<file path="config.mk">
export PLATFORM = sky130hd
export DESIGN_NAME = methylation_context_caller_flat
export DESIGN_NICKNAME = d
export VERILOG_FILES = /design/src/hw/rtl/mcc_pkg.sv /design/src/hw/rtl/mcc_if.sv /design/src/hw/rtl/mcc_window.sv /design/src/hw/rtl/mcc_ctx.sv /design/src/hw/rtl/methylation_context_caller.sv /design/src/flat_wrapper.sv
export VERILOG_INCLUDE_DIRS = /design/src /design/src/hw/rtl
export SDC_FILE = /design/constraint.sdc
export NUM_CORES = 1
export LEC_CHECK = 0
export ABC_AREA = 1
export BUFFER_PORTS_ARGS = -buffer_cell sky130_fd_sc_hd__buf_4
export CAP_MARGIN = 20
export CORE_MARGIN = 10
export CORE_UTILIZATION = 45
export CTS_CLUSTER_SIZE = 12
export DETAILED_ROUTE_END_ITERATION = 12
export PLACE_DENSITY = 0.67
export SLEW_MARGIN = 15
export SYNTH_ARGS = -nofsm -noshare
export SYNTH_HDL_FRONTEND = slang
export SYNTH_SLANG_ARGS = --single-unit
</file>
<file path="constraint.sdc">
create_clock -name clk -period 4.7 [get_ports clk]
set_input_delay 1.175 -clock clk [delete_from_list [all_inputs] [get_ports clk]]
set_output_delay 1.175 -clock clk [all_outputs]
set_load 0.005 [all_outputs]
</file>
<file path="src/hw/rtl/methylation_context_caller_defines.svh">
// Assertion macros for the methylation context caller.
// Depends on nothing; included by the RTL files that carry assertions.
`ifndef METHYLATION_CONTEXT_CALLER_DEFINES_SVH
`define METHYLATION_CONTEXT_CALLER_DEFINES_SVH

// same-cycle implication, checked outside reset
`define MCC_ASSERT_NOW(label, clk, rst_n, ante, cons, msg) \
  label: assert property (@(posedge clk) disable iff (!rst_n) (ante) |-> (cons)) \
    else $error(msg);

// next-cycle implication, checked outside reset
`define MCC_ASSERT_NEXT(label, clk, rst_n, ante, cons, msg) \
  label: assert property (@(posedge clk) disable iff (!rst_n) (ante) |=> (cons)) \
    else $error(msg);

`endif

</file>
<file path="src/hw/rtl/mcc_pkg.sv">
// Types and code constants shared by the methylation context caller.
// No dependencies.
`default_nettype none

package mcc_pkg;

  typedef logic [2:0] ref_t;
  typedef logic [3:0] qb_t;
  typedef logic [2:0] call_t;
  typedef logic [2:0] seen_t;

  // reference letters, low three bits of ASCII
  localparam ref_t REF_A = 3'd1;
  localparam ref_t REF_C = 3'd3;
  localparam ref_t REF_T = 3'd4;
  localparam ref_t REF_N = 3'd6;
  localparam ref_t REF_G = 3'd7;

  // packed read bases
  localparam qb_t QB_A = 4'd1;
  localparam qb_t QB_C = 4'd2;
  localparam qb_t QB_G = 4'd4;
  localparam qb_t QB_T = 4'd8;

  // call codes; methylated form is the context plus CALL_METH_OFS
  localparam call_t CALL_NONE     = 3'd0;
  localparam call_t CALL_CHH      = 3'd1;
  localparam call_t CALL_CHG      = 3'd2;
  localparam call_t CALL_CPG      = 3'd3;
  localparam call_t CALL_METH_OFS = 3'd3;

  // first stream index that yields a call
  localparam seen_t CALL_START = 3'd4;

  // everything the context stage needs for one beat
  typedef struct packed {
    logic  emit;
    logic  last;
    logic  strand_ga;
    ref_t  fwd_a;
    ref_t  fwd_b;
    ref_t  fwd_c;
    ref_t  rev_a;
    ref_t  rev_b;
    ref_t  rev_c;
    qb_t   query;
  } win_view_t;

endpackage

`default_nettype wire

</file>
<file path="src/hw/rtl/mcc_if.sv">
// Valid/ready channel interfaces for the methylation context caller.
// Depends on mcc_pkg.
`default_nettype none

interface mcc_in_if;
  logic              valid;
  logic              ready;
  mcc_pkg::ref_t     ref_code;
  mcc_pkg::qb_t      query_base;
  logic              strand_ga;
  logic              first_item;
  logic              final_item;

  modport source (output valid, ref_code, query_base, strand_ga, first_item, final_item,
                  input ready);
  modport sink (input valid, ref_code, query_base, strand_ga, first_item, final_item,
                output ready);
endinterface

interface mcc_out_if;
  logic              valid;
  logic              ready;
  mcc_pkg::call_t    call_code;
  logic              last_call;

  modport source (output valid, call_code, last_call, input ready);
  modport sink (input valid, call_code, last_call, output ready);
endinterface

`default_nettype wire

</file>
<file path="src/hw/rtl/mcc_window.sv">
// Reference window, query delay line and read position tracking.
// Depends on mcc_pkg and methylation_context_caller_defines.svh.
`default_nettype none

`include "methylation_context_caller_defines.svh"

module mcc_window (
  input  wire logic               clk,
  input  wire logic               rst_n,
  input  wire logic               accept,
  input  wire mcc_pkg::ref_t      ref_code,
  input  wire mcc_pkg::qb_t       query_base,
  input  wire logic               strand_ga,
  input  wire logic               first_item,
  input  wire logic               final_item,
  output mcc_pkg::win_view_t      view
);
  import mcc_pkg::*;

  ref_t  win_r [4];
  qb_t   qdly_r [2];
  seen_t seen_r, seen_nxt;
  logic  strand_r, strand_nxt;
  seen_t seen_eff;

  always_comb begin
    seen_eff   = first_item ? '0 : seen_r;
    strand_nxt = (seen_eff == '0) ? strand_ga : strand_r;
    if (final_item) begin
      seen_nxt = '0;
    end else if (seen_eff < CALL_START) begin
      seen_nxt = seen_eff + 3'd1;
    end else begin
      seen_nxt = seen_eff;
    end
  end

  always_comb begin
    view.emit      = (seen_eff >= CALL_START);
    view.last      = final_item;
    view.strand_ga = strand_nxt;
    view.fwd_a     = win_r[1];
    view.fwd_b     = win_r[0];
    view.fwd_c     = ref_code;
    view.rev_a     = win_r[3];
    view.rev_b     = win_r[2];
    view.rev_c     = win_r[1];
    view.query     = qdly_r[1];
  end

  always_ff @(posedge clk) begin
    if (!rst_n) begin
      seen_r   <= '0;
      strand_r <= 1'b0;
      win_r    <= '{default: '0};
      qdly_r   <= '{default: '0};
    end else if (accept) begin
      seen_r    <= seen_nxt;
      strand_r  <= strand_nxt;
      win_r[3]  <= win_r[2];
      win_r[2]  <= win_r[1];
      win_r[1]  <= win_r[0];
      win_r[0]  <= ref_code;
      qdly_r[1] <= qdly_r[0];
      qdly_r[0] <= query_base;
    end
  end

  `MCC_ASSERT_NOW(a_seen_range, clk, rst_n, 1'b1, seen_r <= CALL_START, "read position overran")
  `MCC_ASSERT_NEXT(a_final_clears, clk, rst_n, accept && final_item, seen_r == '0,
                   "final beat did not end the read")
  `MCC_ASSERT_NEXT(a_first_restarts, clk, rst_n, accept && first_item && !final_item,
                   seen_r == 3'd1, "first beat did not restart the read")

endmodule

`default_nettype wire

</file>
<file path="src/hw/rtl/mcc_ctx.sv">
// Cytosine context lookup and methylation call for one window view.
// Depends on mcc_pkg.
`default_nettype none

module mcc_ctx (
  input  wire mcc_pkg::win_view_t view,
  output mcc_pkg::call_t          call_code
);
  import mcc_pkg::*;

  function automatic logic non_g(input ref_t v);
    non_g = (v == REF_A) || (v == REF_C) || (v == REF_T) || (v == REF_N);
  endfunction

  function automatic call_t ctx_forward(input ref_t a, input ref_t b, input ref_t c);
    call_t r;
    r = CALL_NONE;
    if (a == REF_C) begin
      if (non_g(b)) begin
        if (non_g(c)) r = CALL_CHH;
        else if (c == REF_G) r = CALL_CHG;
      end else if (b == REF_G && (non_g(c) || c == REF_G)) begin
        r = CALL_CPG;
      end
    end
    return r;
  endfunction

  function automatic call_t ctx_reverse(input ref_t a, input ref_t b, input ref_t c);
    call_t r;
    r = CALL_NONE;
    if (c == REF_G && (non_g(a) || a == REF_G)) begin
      if (b == REF_C) r = CALL_CPG;
      else if (b == REF_A || b == REF_T || b == REF_N || b == REF_G)
        r = (a == REF_C) ? CALL_CHG : CALL_CHH;
    end
    return r;
  endfunction

  call_t ctx;
  qb_t   meth_base;
  qb_t   unme_base;

  always_comb begin
    ctx = view.strand_ga ? ctx_reverse(view.rev_a, view.rev_b, view.rev_c)
                         : ctx_forward(view.fwd_a, view.fwd_b, view.fwd_c);
    meth_base = view.strand_ga ? QB_G : QB_C;
    unme_base = view.strand_ga ? QB_A : QB_T;
    call_code = ctx;
    if (ctx != CALL_NONE) begin
      if (view.query == meth_base) call_code = ctx + CALL_METH_OFS;
      else if (view.query != unme_base) call_code = CALL_NONE;
    end
  end

endmodule

`default_nettype wire

</file>
<file path="src/hw/rtl/methylation_context_caller.sv">
// Methylation context caller: one call per query position, third to third-last of a read.
// Calls are registered and leave in the cycle after the beat that completes them.
// Throughput: one beat per cycle; input stalls only while a held result is not taken.
// Reset (synchronous, active low) clears the window, delay line, position and result valid.
// Top level; depends on mcc_pkg, mcc_if, mcc_window and mcc_ctx.
`default_nettype none

module methylation_context_caller (
  input  wire logic clk,
  input  wire logic rst_n,
  mcc_in_if.sink    in_ch,
  mcc_out_if.source out_ch
);
  import mcc_pkg::*;

  win_view_t view;
  call_t     call_code;
  logic      accept;
  logic      out_valid_r;
  call_t     out_code_r;
  logic      out_last_r;

  assign in_ch.ready = !out_valid_r || out_ch.ready;
  assign accept      = in_ch.valid && in_ch.ready;

  mcc_window u_window (
    .clk        (clk),
    .rst_n      (rst_n),
    .accept     (accept),
    .ref_code   (in_ch.ref_code),
    .query_base (in_ch.query_base),
    .strand_ga  (in_ch.strand_ga),
    .first_item (in_ch.first_item),
    .final_item (in_ch.final_item),
    .view       (view)
  );

  mcc_ctx u_ctx (
    .view      (view),
    .call_code (call_code)
  );

  always_ff @(posedge clk) begin
    if (!rst_n) begin
      out_valid_r <= 1'b0;
    end else if (accept) begin
      out_valid_r <= view.emit;
    end else if (out_ch.ready) begin
      out_valid_r <= 1'b0;
    end
  end

  // payload loads only on a beat that yields a call
  always_ff @(posedge clk) begin
    if (accept && view.emit) begin
      out_code_r <= call_code;
      out_last_r <= view.last;
    end
  end

  assign out_ch.valid     = out_valid_r;
  assign out_ch.call_code = out_code_r;
  assign out_ch.last_call = out_last_r;

endmodule

`default_nettype wire
</file>
<file path="src/flat_wrapper.sv">
// flat-port wrapper written by rule: the top's interface ports become plain ports
module methylation_context_caller_flat import mcc_pkg::*;
  (clk, rst_n, in_ch_valid, in_ch_ref_code, in_ch_query_base, in_ch_strand_ga, in_ch_first_item, in_ch_final_item, in_ch_ready, out_ch_valid, out_ch_call_code, out_ch_last_call, out_ch_ready);
  mcc_in_if in_ch_i ();
  mcc_out_if out_ch_i ();
  input  wire logic clk;
  input  wire logic rst_n;
  input wire logic [$bits(in_ch_i.valid)-1:0] in_ch_valid;
  input wire logic [$bits(in_ch_i.ref_code)-1:0] in_ch_ref_code;
  input wire logic [$bits(in_ch_i.query_base)-1:0] in_ch_query_base;
  input wire logic [$bits(in_ch_i.strand_ga)-1:0] in_ch_strand_ga;
  input wire logic [$bits(in_ch_i.first_item)-1:0] in_ch_first_item;
  input wire logic [$bits(in_ch_i.final_item)-1:0] in_ch_final_item;
  output wire logic [$bits(in_ch_i.ready)-1:0] in_ch_ready;
  output wire logic [$bits(out_ch_i.valid)-1:0] out_ch_valid;
  output wire logic [$bits(out_ch_i.call_code)-1:0] out_ch_call_code;
  output wire logic [$bits(out_ch_i.last_call)-1:0] out_ch_last_call;
  input wire logic [$bits(out_ch_i.ready)-1:0] out_ch_ready;
  assign in_ch_i.valid = in_ch_valid;
  assign in_ch_i.ref_code = in_ch_ref_code;
  assign in_ch_i.query_base = in_ch_query_base;
  assign in_ch_i.strand_ga = in_ch_strand_ga;
  assign in_ch_i.first_item = in_ch_first_item;
  assign in_ch_i.final_item = in_ch_final_item;
  assign in_ch_ready = in_ch_i.ready;
  assign out_ch_valid = out_ch_i.valid;
  assign out_ch_call_code = out_ch_i.call_code;
  assign out_ch_last_call = out_ch_i.last_call;
  assign out_ch_i.ready = out_ch_ready;
  methylation_context_caller u_core (.clk(clk), .rst_n(rst_n), .in_ch(in_ch_i), .out_ch(out_ch_i));
endmodule
</file>
### Yosys cells after proc, flatten, opt, wreduce, memory -nomap -nowiden

Index checks and enable logic that the tools add are counted.

* output and inout bits: 6
* bits of input ports: 14
* register bits: 29
* logic and storage cells: 83

* reductions and logical operators: 23
* eq/ne operators: 24
* order comparisons: 2
* multiplexer cells: 21
* $add $sub $neg: 2

Operator list (number)
* equality test 3 bit, second input constant: 13
* two-way mux 3 bit: 10
* equality test 3 x 2 -> 1 bit, second input constant: 5
* logical OR 1 bit: 15
* two-way mux 2 bit: 7
* equality test 3 x 1 -> 1 bit, second input constant: 4
* equality test 4 x 3 -> 1 bit: 1
* logical AND 1 bit: 4
* two-way mux 4 bit: 1
* != test 4 bit: 1
* adder 3 x 1 -> 3 bit, second input constant: 1
* adder 3 x 2 -> 3 bit, second input constant: 1
* greater-or-equal comparator 3 bit, second input constant: 1
* logical NOT 3 bit: 1
* less-than comparator 3 bit, second input constant: 1
* two-way mux 1 bit: 3
* nonzero test 3 bit: 1
* nonzero test 2 bit: 1
* logical NOT 1 bit: 1

### Longest topological paths before layout

Gate-level depths: netlist (run 1).

* depth after elaboration: 13
* mapped depth: 19
* mapped depth without buffers: 19

### By module

From an unflattened synthesis (run 1), not the netlist that was laid out.

* cells, all modules: 226
* area total of the unflattened synthesis: 1540.2 µm²

By module, submodules not included
* mcc_window: area an instance 1024.7 µm², seq. area each 480.5 µm², times used 1, cells each 137
* mcc_ctx: area an instance 324.1 µm², seq. area each 0.0 µm², times used 1, cells each 74
* methylation_context_caller: area an instance 191.4 µm², seq. area each 140.1 µm², times used 1, cells each 15

### Worst setup path before layout (run 1)

No wires, ideal clock.

* path type: input -> register
* start point: in in_ch_first_item
* end point: reg u_core.out_code_r[0], in the netlist u_core.out_ch.call_code[0], data pin
* setup time: 130 ps
* slack: 1798 ps
* required time: 4570 ps
* stages on the path: 17
* arrival time: 2772 ps
* path buffers: 0
* cells stage by stage: nor2_1 -> inv_1 -> ha_1 -> nand2_2 -> nand2_4 -> nand2_4 -> nand3_1 -> nand2_1 -> inv_1 -> ha_1 -> inv_1 -> nand3_1 -> a21oi_1 -> nand2_1 -> nor2_1 -> nand3_1 -> nand2_1

* cells in the longest elaborated chain, start to end: 8
* elaborated cells between the ends (all ways): 13
* those cells by class: add/sub: 1; eq/ne: 2; mux: 8; reduce/logical: 2

RTL lines
* start: declaration: line flat_wrapper.sv:12 `input wire logic [$bits(in_ch_i.first_item)-1:0] in_ch_first_item;`
* two-way mux 3 bit *: line mcc_window.sv:27 `seen_eff = first_item ? '0 : seen_r;`
* logical NOT 3 bit *: line mcc_window.sv:28 `strand_nxt = (seen_eff == '0) ? strand_ga : strand_r;`
* two-way mux 1 bit *: line mcc_window.sv:28
* branches (longest 4 deep; another with adder 3 x 2 -> 3 bit)
* two-way mux 3 bit *: line mcc_ctx.sv:50 `if (ctx != CALL_NONE) begin`
* via u_core.call_code[0]: line methylation_context_caller.sv:17 `call_t call_code;`
* end signal: assignment: line methylation_context_caller.sv:56 `out_code_r <= call_code;`
* end: declaration: line methylation_context_caller.sv:20 `call_t out_code_r;`

Mark *: on every way through the listed nets, which the timed path passes.
A chain may end at the register's enable or synchronous reset.

### Final worst setup path (run 1)

Same ends and word-level chain as after synthesis.

==> metrics, run 1 <==
status finished, final reports clean; routability cong. 0.788; placed wire-length estimate 2.07 mm; Starting Density a little under half; n_diodes 0; setup bufs post-CTS 0; total core area 0.00305 mm²; clk root buf clkbuf_4; ys flop type dfxtp_1; clock buffer depth 2; worst skew pair latency approximately 0.34 ns; Final Hold Fails 0; Slew HR 64.9%; Core Rows 20; Port Buf Inserts 19; critical path peak fanout 6; average cell area after synthesis approximately 7.3 µm²; Vias/cell 4.77; asr flop ratio synth 0%; Worst Setup End Kind register; Slew @ Worst Pin 0.525 ns; vias in the first global route between 1000 and 1500; largest net degree at the start of global routing 34; GR Util All Layers about a tenth; final slew viol count 0; sequential fraction of the synthesis area 43.4%; Post-synth EDFFs 4; Yosys warnings 0; WL met3 156 µm; Final Util approximately 54%; Hold Crit Depth 2; CTS tree done; Leak between 0.0007 and 0.0008 µW; Final period util between 60% and 70%; Max Fclk around 350 MHz; CTS buffer count 5; DR DRC count 0; die span in y approximately 76 µm; die footprint 0.00583 mm²; wire length on met2 1.23 mm; Worst Setup Path Type input port to register; setup violators final 0; most frequent cells after synthesis nand2_1 (29), nor2_1 (28), inv_1 (26), dfxtp_1 (25), o21ai_0 (24); initial antenna violation count 0; CP max stage cell ha_1; worst vdd ir 0.168 mV; io pins 20; area occupied by multi-input gates 681 µm²; metal1 wirelength between 1 and 1.5 mm; CP peak stage delay around 0.22 ns; Syn Nets approximately 210; Yosys reg bits 29; Arr. time, crit path between 3 and 4 ns; Synth top area share 35.0%; Starting DRT DRC Count 71; Post-Route WL roughly 2.8 mm; router iterations before antenna repair 6; Routed Antenna Nets 0; top routing layer used met4; count leader, synth nand2_1; die width 76.4 µm; min cycle time layout 2.88 ns; CP required 4.92 ns; vias 1244; Fillers 320; Distinct cells, synth 22; critical path, cell by cell buf_4, nor2_1, inv_1, ha_1, nand3_2, nand2_4, nor2_4, nand3_1, nand2_1, inv_1, ha_1, inv_1, nand3_1, a21oi_1, nand2_1, nor2_1, nand3_1, nand2_1; Post-CTS Hold Fix Bufs 0; synthesis-to-layout area growth 16.0%; H-tree levels 2; mapped cell area around 0.0014 mm²; Layout Skew 0.00353 ns; Routed WL per cell 10.6 µm; layout cells sized above 1 17.1%; Synth area leader dfxtp_1; crit start category input port; sum of negative setup slack 0 ns; CTS sink cnt 29; Resize count post-CTS 0; synth top area cells dfxtp_1 (35%), o21ai_0 (8.4%), edfxtp_1 (8.4%); Power Density 291 mW/mm²; Cells after Synth a little under 200; worst reg-to-reg path cell count 18; fin nets 234; clock transition at the registers of the reported paths roughly 0.10 ns; Max-Cap Viols 0; Storage cell area 621 µm²; Min-Delay Path Class register to register; grt ovf 0; RSZ-0062 raised after global routing false; first-pass GRT wire length 4.65 mm
flip-flops by register name (all words and copies together), names as in the netlist:
| name | cells |
|---|---|
| u_core.out_ch.last_call | 1 |
| u_core.u_window.strand_r | 1 |
| u_core.out_ch.call_code | 3 |
| u_core.u_window.qdly_r | 4 |
| u_core.u_window.seen_r | 3 |
| u_core.out_ch.valid | 1 |
| u_core.u_window.view | 16 |
placed cells by master (no fill, tap or decap):
cell type and n:
nor3_1 1, nand3_2 2, inv_4 2, nor2_1 28, xor2_1 1, edfxtp_1 4
nand3_1 17, and3_1 1, ha_1 4, nor2_4 1, o21ai_0 24, nand3b_1 1
clkinvlp_4 1, nand2_4 3, nand2_1 29, inv_2 1, clkbuf_4 5, a21oi_1 17
dfxtp_1 25, a22oi_1 2, buf_4 19, nor2_2 1, inv_1 26, nand2_2 2
through the flow:
step	power (µW)	std cells	hold slack, ns	instance area [µm²]	worst slack, ns
floorplan	316	196	0.450	1430	1.80
global placement	331	253	0.462	1600	1.55
detailed placement	334	253	0.468	1600	1.47
CTS	489	261	0.487	1660	1.83
global route	509	261	0.496	1660	1.50
finish	483	261	0.489	1660	1.82
layout make-up:
type | instances | area share [%]
Multi-Input combinational cell | 134 | 41.1
Tap cell | 44 | 3.32
Sequential cell | 29 | 37.4
Clock buffer | 5 | 2.26
Clock inverter | 3 | 1.21
Timing Repair Buffer | 19 | 8.60
Inverter | 27 | 6.11
worst max-delay path, delay by kind of cell:
family	cells	cell delay, ns
AOI/OAI and AO/OA	1	0.13
adders and majority gates	2	0.41
buffers and inverters	4	0.32
and+or+nand+nor	11	1.06
layer usage:
layer	global-route usage, %	vias up
met5	0	-
met4	4.46	0
met3	4.48	6
met2	14.8	23
met1	10.9	544
li1	-	671
final timing paths:
check / start / endpoint / slack (ns)
max: in_ch_first_item / u_core.out_ch.call_code[0] / 1.82
min: u_core.u_window.seen_r[1] / u_core.u_window.seen_r[1] / 0.49
max reg2reg: u_core.u_window.seen_r[0] / u_core.out_ch.call_code[0] / 2.40
min reg2reg: u_core.u_window.seen_r[1] / u_core.u_window.seen_r[1] / 0.49
report_power, final:
group          switching (µW)  internal [µW]  leakage [µW]
sequential               8.61            263      0.000237
combinational            33.7           22.4      0.000483
clock                    96.4           58.7     0.0000321
total                     139            344      0.000752
cells by family (layout without fill, tap and decap cells):
| family | Yosys count | count (layout) | synth area share [%] |
|---|---|---|---|
| buffers and inverters | 33 | 54 | 8.93 |
| adders and majority gates | 4 | 4 | 3.50 |
| DFF | 29 | 29 | 43.4 |
| xor gates and xnor gates | 1 | 1 | 0.613 |
| AOI/OAI and AO/OA | 43 | 43 | 15.4 |
| and+or+nand+nor | 86 | 86 | 28.1 |
(Power assumes the default switching activity.)
==> run 2, diff against run 1 <==
--- a/config.mk
+++ b/config.mk
@@ -6,14 +6,14 @@
 export SDC_FILE = /design/constraint.sdc
 export NUM_CORES = 1
 export LEC_CHECK = 0
-export ABC_AREA = 1
+export ABC_AREA = 0
 export BUFFER_PORTS_ARGS = -buffer_cell sky130_fd_sc_hd__buf_4
 export CAP_MARGIN = 20
 export CORE_MARGIN = 10
 export CORE_UTILIZATION = 45
 export CTS_CLUSTER_SIZE = 12
 export DETAILED_ROUTE_END_ITERATION = 12
-export PLACE_DENSITY = 0.67
+export PLACE_DENSITY = 0.7
 export SLEW_MARGIN = 15
 export SYNTH_ARGS = -nofsm -noshare
 export SYNTH_HDL_FRONTEND = slang
==> constraint.sdc (replaced) <==
create_clock -name clk -period 2.4 [get_ports clk]
set_input_delay 0.6 -clock clk [delete_from_list [all_inputs] [get_ports clk]]
set_output_delay 0.6 -clock clk [all_outputs]
set_load 0.005 [all_outputs]
==> metrics, run 2 <==
Post-Route WL 3.19 mm (+16%); Vias/cell 5.11 (+7.1%); first-pass GRT wire length 5.26 mm (+13%); Final Util 57.6% (+3.3 points); sw frac 25.4% (-3.3 points); critical path peak fanout 4 (-2); Min-Delay Path Class register to register; Max-Cap Viols 0 (unchanged); Arr. time, crit path 2.33 ns (-0.76 ns); Post-CTS Hold Fix Bufs 0 (unchanged); H-tree levels 2 (unchanged); Synth area leader dfxtp_1; Slew @ Worst Pin 0.365 ns (-0.160 ns); Cells after Synth 168 (-14%); GR Util All Layers 11.0% (+1.4 points); FF-to-FF End u_core.out_ch.call_code[1]; Yosys reg bits 29 (unchanged); asr flop ratio synth 0% (unchanged); Routed WL per cell 13.1 µm (+24%); Core Rows 20 (unchanged); Final Hold Fails 0 (unchanged); clock transition at the registers of the reported paths 0.09 ns (about the same); initial antenna violation count 0 (unchanged); status finished, final reports clean; ys flop type dfxtp_1; largest net degree at the start of global routing 27 (-21%); number of flip-flops in the largest register 16 (unchanged); Flop pwr share 58.1% (+1.8 points); Cell Int Power 662 µW (+92%); grt ovf 0 (unchanged); average cell area after synthesis 8.49 µm² (+16%); Worst Setup Path Type input port to register; Layout Skew 0.00604 ns (+0.00250 ns); worst r2r src u_core.u_window.seen_r[1]; setup bufs post-CTS 0 (unchanged); Starting Density 46.7% (-0.082 points); crit start category input port; Yosys warnings 0 (unchanged); Synth top area share 35.1% (+0.061 points); CTS sink cnt 29 (unchanged); total core area 0.00305 mm² (unchanged); min cycle time layout approximately 2.3 ns; Setup crit end u_core.out_ch.call_code[1]; Psw 226 µW (+63%); mapped cell area 0.00143 mm² (-0.18%); sequential fraction of the synthesis area 43.5% (+0.076 points); most frequent cells after synthesis nand2_1 (50), dfxtp_1 (25), a21boi_0 (21), nor2_1 (8), o21ai_0 (6); worst vdd ir 0.239 mV (+42%); most common cell after layout, fill and taps aside nand2_1; Port Buf Inserts 19 (unchanged); Syn Nets 186 (-13%); DR DRC count 0 (unchanged); most frequent cells in the layout nand2_1 (50), buf_4 (30), dfxtp_1 (25); synth top area cells dfxtp_1 (35%), nand2_1 (13%), a21boi_0 (11%); Worst Setup SP in_ch_first_item; vias 1241 (-0.24%); Routed Antenna Nets 0 (unchanged); worst skew pair latency 0.33 ns (about the same); Leak 0.000698 µW (-7.1%); clock buffer depth 2 (unchanged); hold_ws 0.469 ns (-0.0205 ns); die footprint 0.00582 mm² (-0.13%); Final period util 94.2%; CTS tree done; Clock Power Share 31.4% (-0.7 points); count leader, synth nand2_1; setup violators final 0 (unchanged); Logic pwr share 10.5% (-1.1 points); n_diodes 0 (unchanged); vias in the first global route 1186 (+8.3%); CP required 2.47 ns (-2.45 ns); Max Fclk 442 MHz; layout cells sized above 1 23.1% (+6.1 points); fin nets 216 (-7.7%); Resize count post-CTS 0 (unchanged); Worst Setup End Kind register; synthesis-to-layout area growth 23.2%; CTS buffer count 5 (unchanged); router iterations before antenna repair 4 (-2); Power Density 505 mW/mm² (+73%); routability cong. 0.758 (-3.9%); placed wire-length estimate 2.37 mm (+14%); Distinct cells, synth 36 (+64%); Slew HR 75.4% (+11 points); Post-synth EDFFs 4 (unchanged); hold_sp u_core.u_window.qdly_r[4]; final slew viol count 0 (unchanged); die width 76.3 µm (about the same); clk root buf clkbuf_4; io pins 20 (unchanged); worst reg-to-reg setup slack 0.26 ns (-2.14 ns); RSZ-0062 raised after global routing false; Starting DRT DRC Count 77 (+8.5%); die span in y 76.3 µm (about the same); worst reg-to-reg path cell count 8 (-10)
run 2: cell type report:
class	count	area, µm²
fill	305	1290
inverter	3	11.3
clock buffer	6	41.3
multi-input combinational	129	795
timing repair buffer	30	225
sequential	29	621
tap	44	55.1
clock inverter	2	10.0
run 2: stage by stage:
| stage | setup WS, ns | cell area (µm²) | power [µW] | instances | setup TNS [ns] |
|---|---|---|---|---|---|
| after global routing | 0.0245 | 1760 | 938 | 243 | 0 |
| final | 0.139 | 1760 | 888 | 243 | 0 |
| after detailed placement | -0.213 | 1710 | 621 | 235 | -0.552 |
| after floorplan | 0.0301 | 1460 | 579 | 168 | 0 |
| after global placement | -0.119 | 1710 | 617 | 235 | -0.272 |
| after CTS | 0.152 | 1760 | 901 | 243 | 0 |
run 2: how the worst min path moves through the flow:
stage	end	slack (ns)	cells past startpoint
after CTS	u_core.out_ch.last_call	0.47	1
after detailed placement	u_core.u_window.qdly_r[4]	0.46	2
after global placement	u_core.u_window.view[1]	0.45	2
after floorplan	u_core.u_window.view[0]	0.44	2
after global routing	u_core.out_ch.last_call	0.46	1
final	u_core.u_window.qdly_r[4]	0.47	2
run 2: power groups by stage:
stage | combinational [µW] | sequential [µW] | clock, µW
floorplan | 54.6 | 524 | 0
global placement | 90.4 | 526 | 0
detailed placement | 94.1 | 527 | 0
CTS | 94.3 | 516 | 291
global route | 105 | 518 | 314
finish | 93.1 | 516 | 279
run 2: logic make-up (layout without fill, tap and decap cells):
family | after synthesis | after routing | synth area share (%)
muxes | 1 | 1 | 0.702
adders and majority gates | 4 | 4 | 3.51
and+or+nand+nor | 78 | 78 | 26.1
AOI/OAI and AO/OA | 44 | 44 | 22.1
DFF | 29 | 29 | 43.5
buffers and inverters | 10 | 41 | 2.81
xor gates and xnor gates | 2 | 2 | 1.23
run 2: per-layer routing:
metal / global-route usage [%] / part of all wire (%) / vias to the layer above
li1: - / - / 636
met5: 0 / 0 / -
met3: 4.95 / 4.9 / 8
met1: 11.5 / 43 / 578
met4: 5.02 / 1.8 / 0
met2: 18.5 / 50 / 19
run 2: worst max-delay path, stage by stage:
cell and delay [ns]:
buf_4 0.12, nand2b_1 0.15, ha_2 0.21, and3_4 0.16, nor4_4 0.31, a32oi_2 0.16, ha_1 0.26, a311oi_2 0.25
o22ai_1 0.11
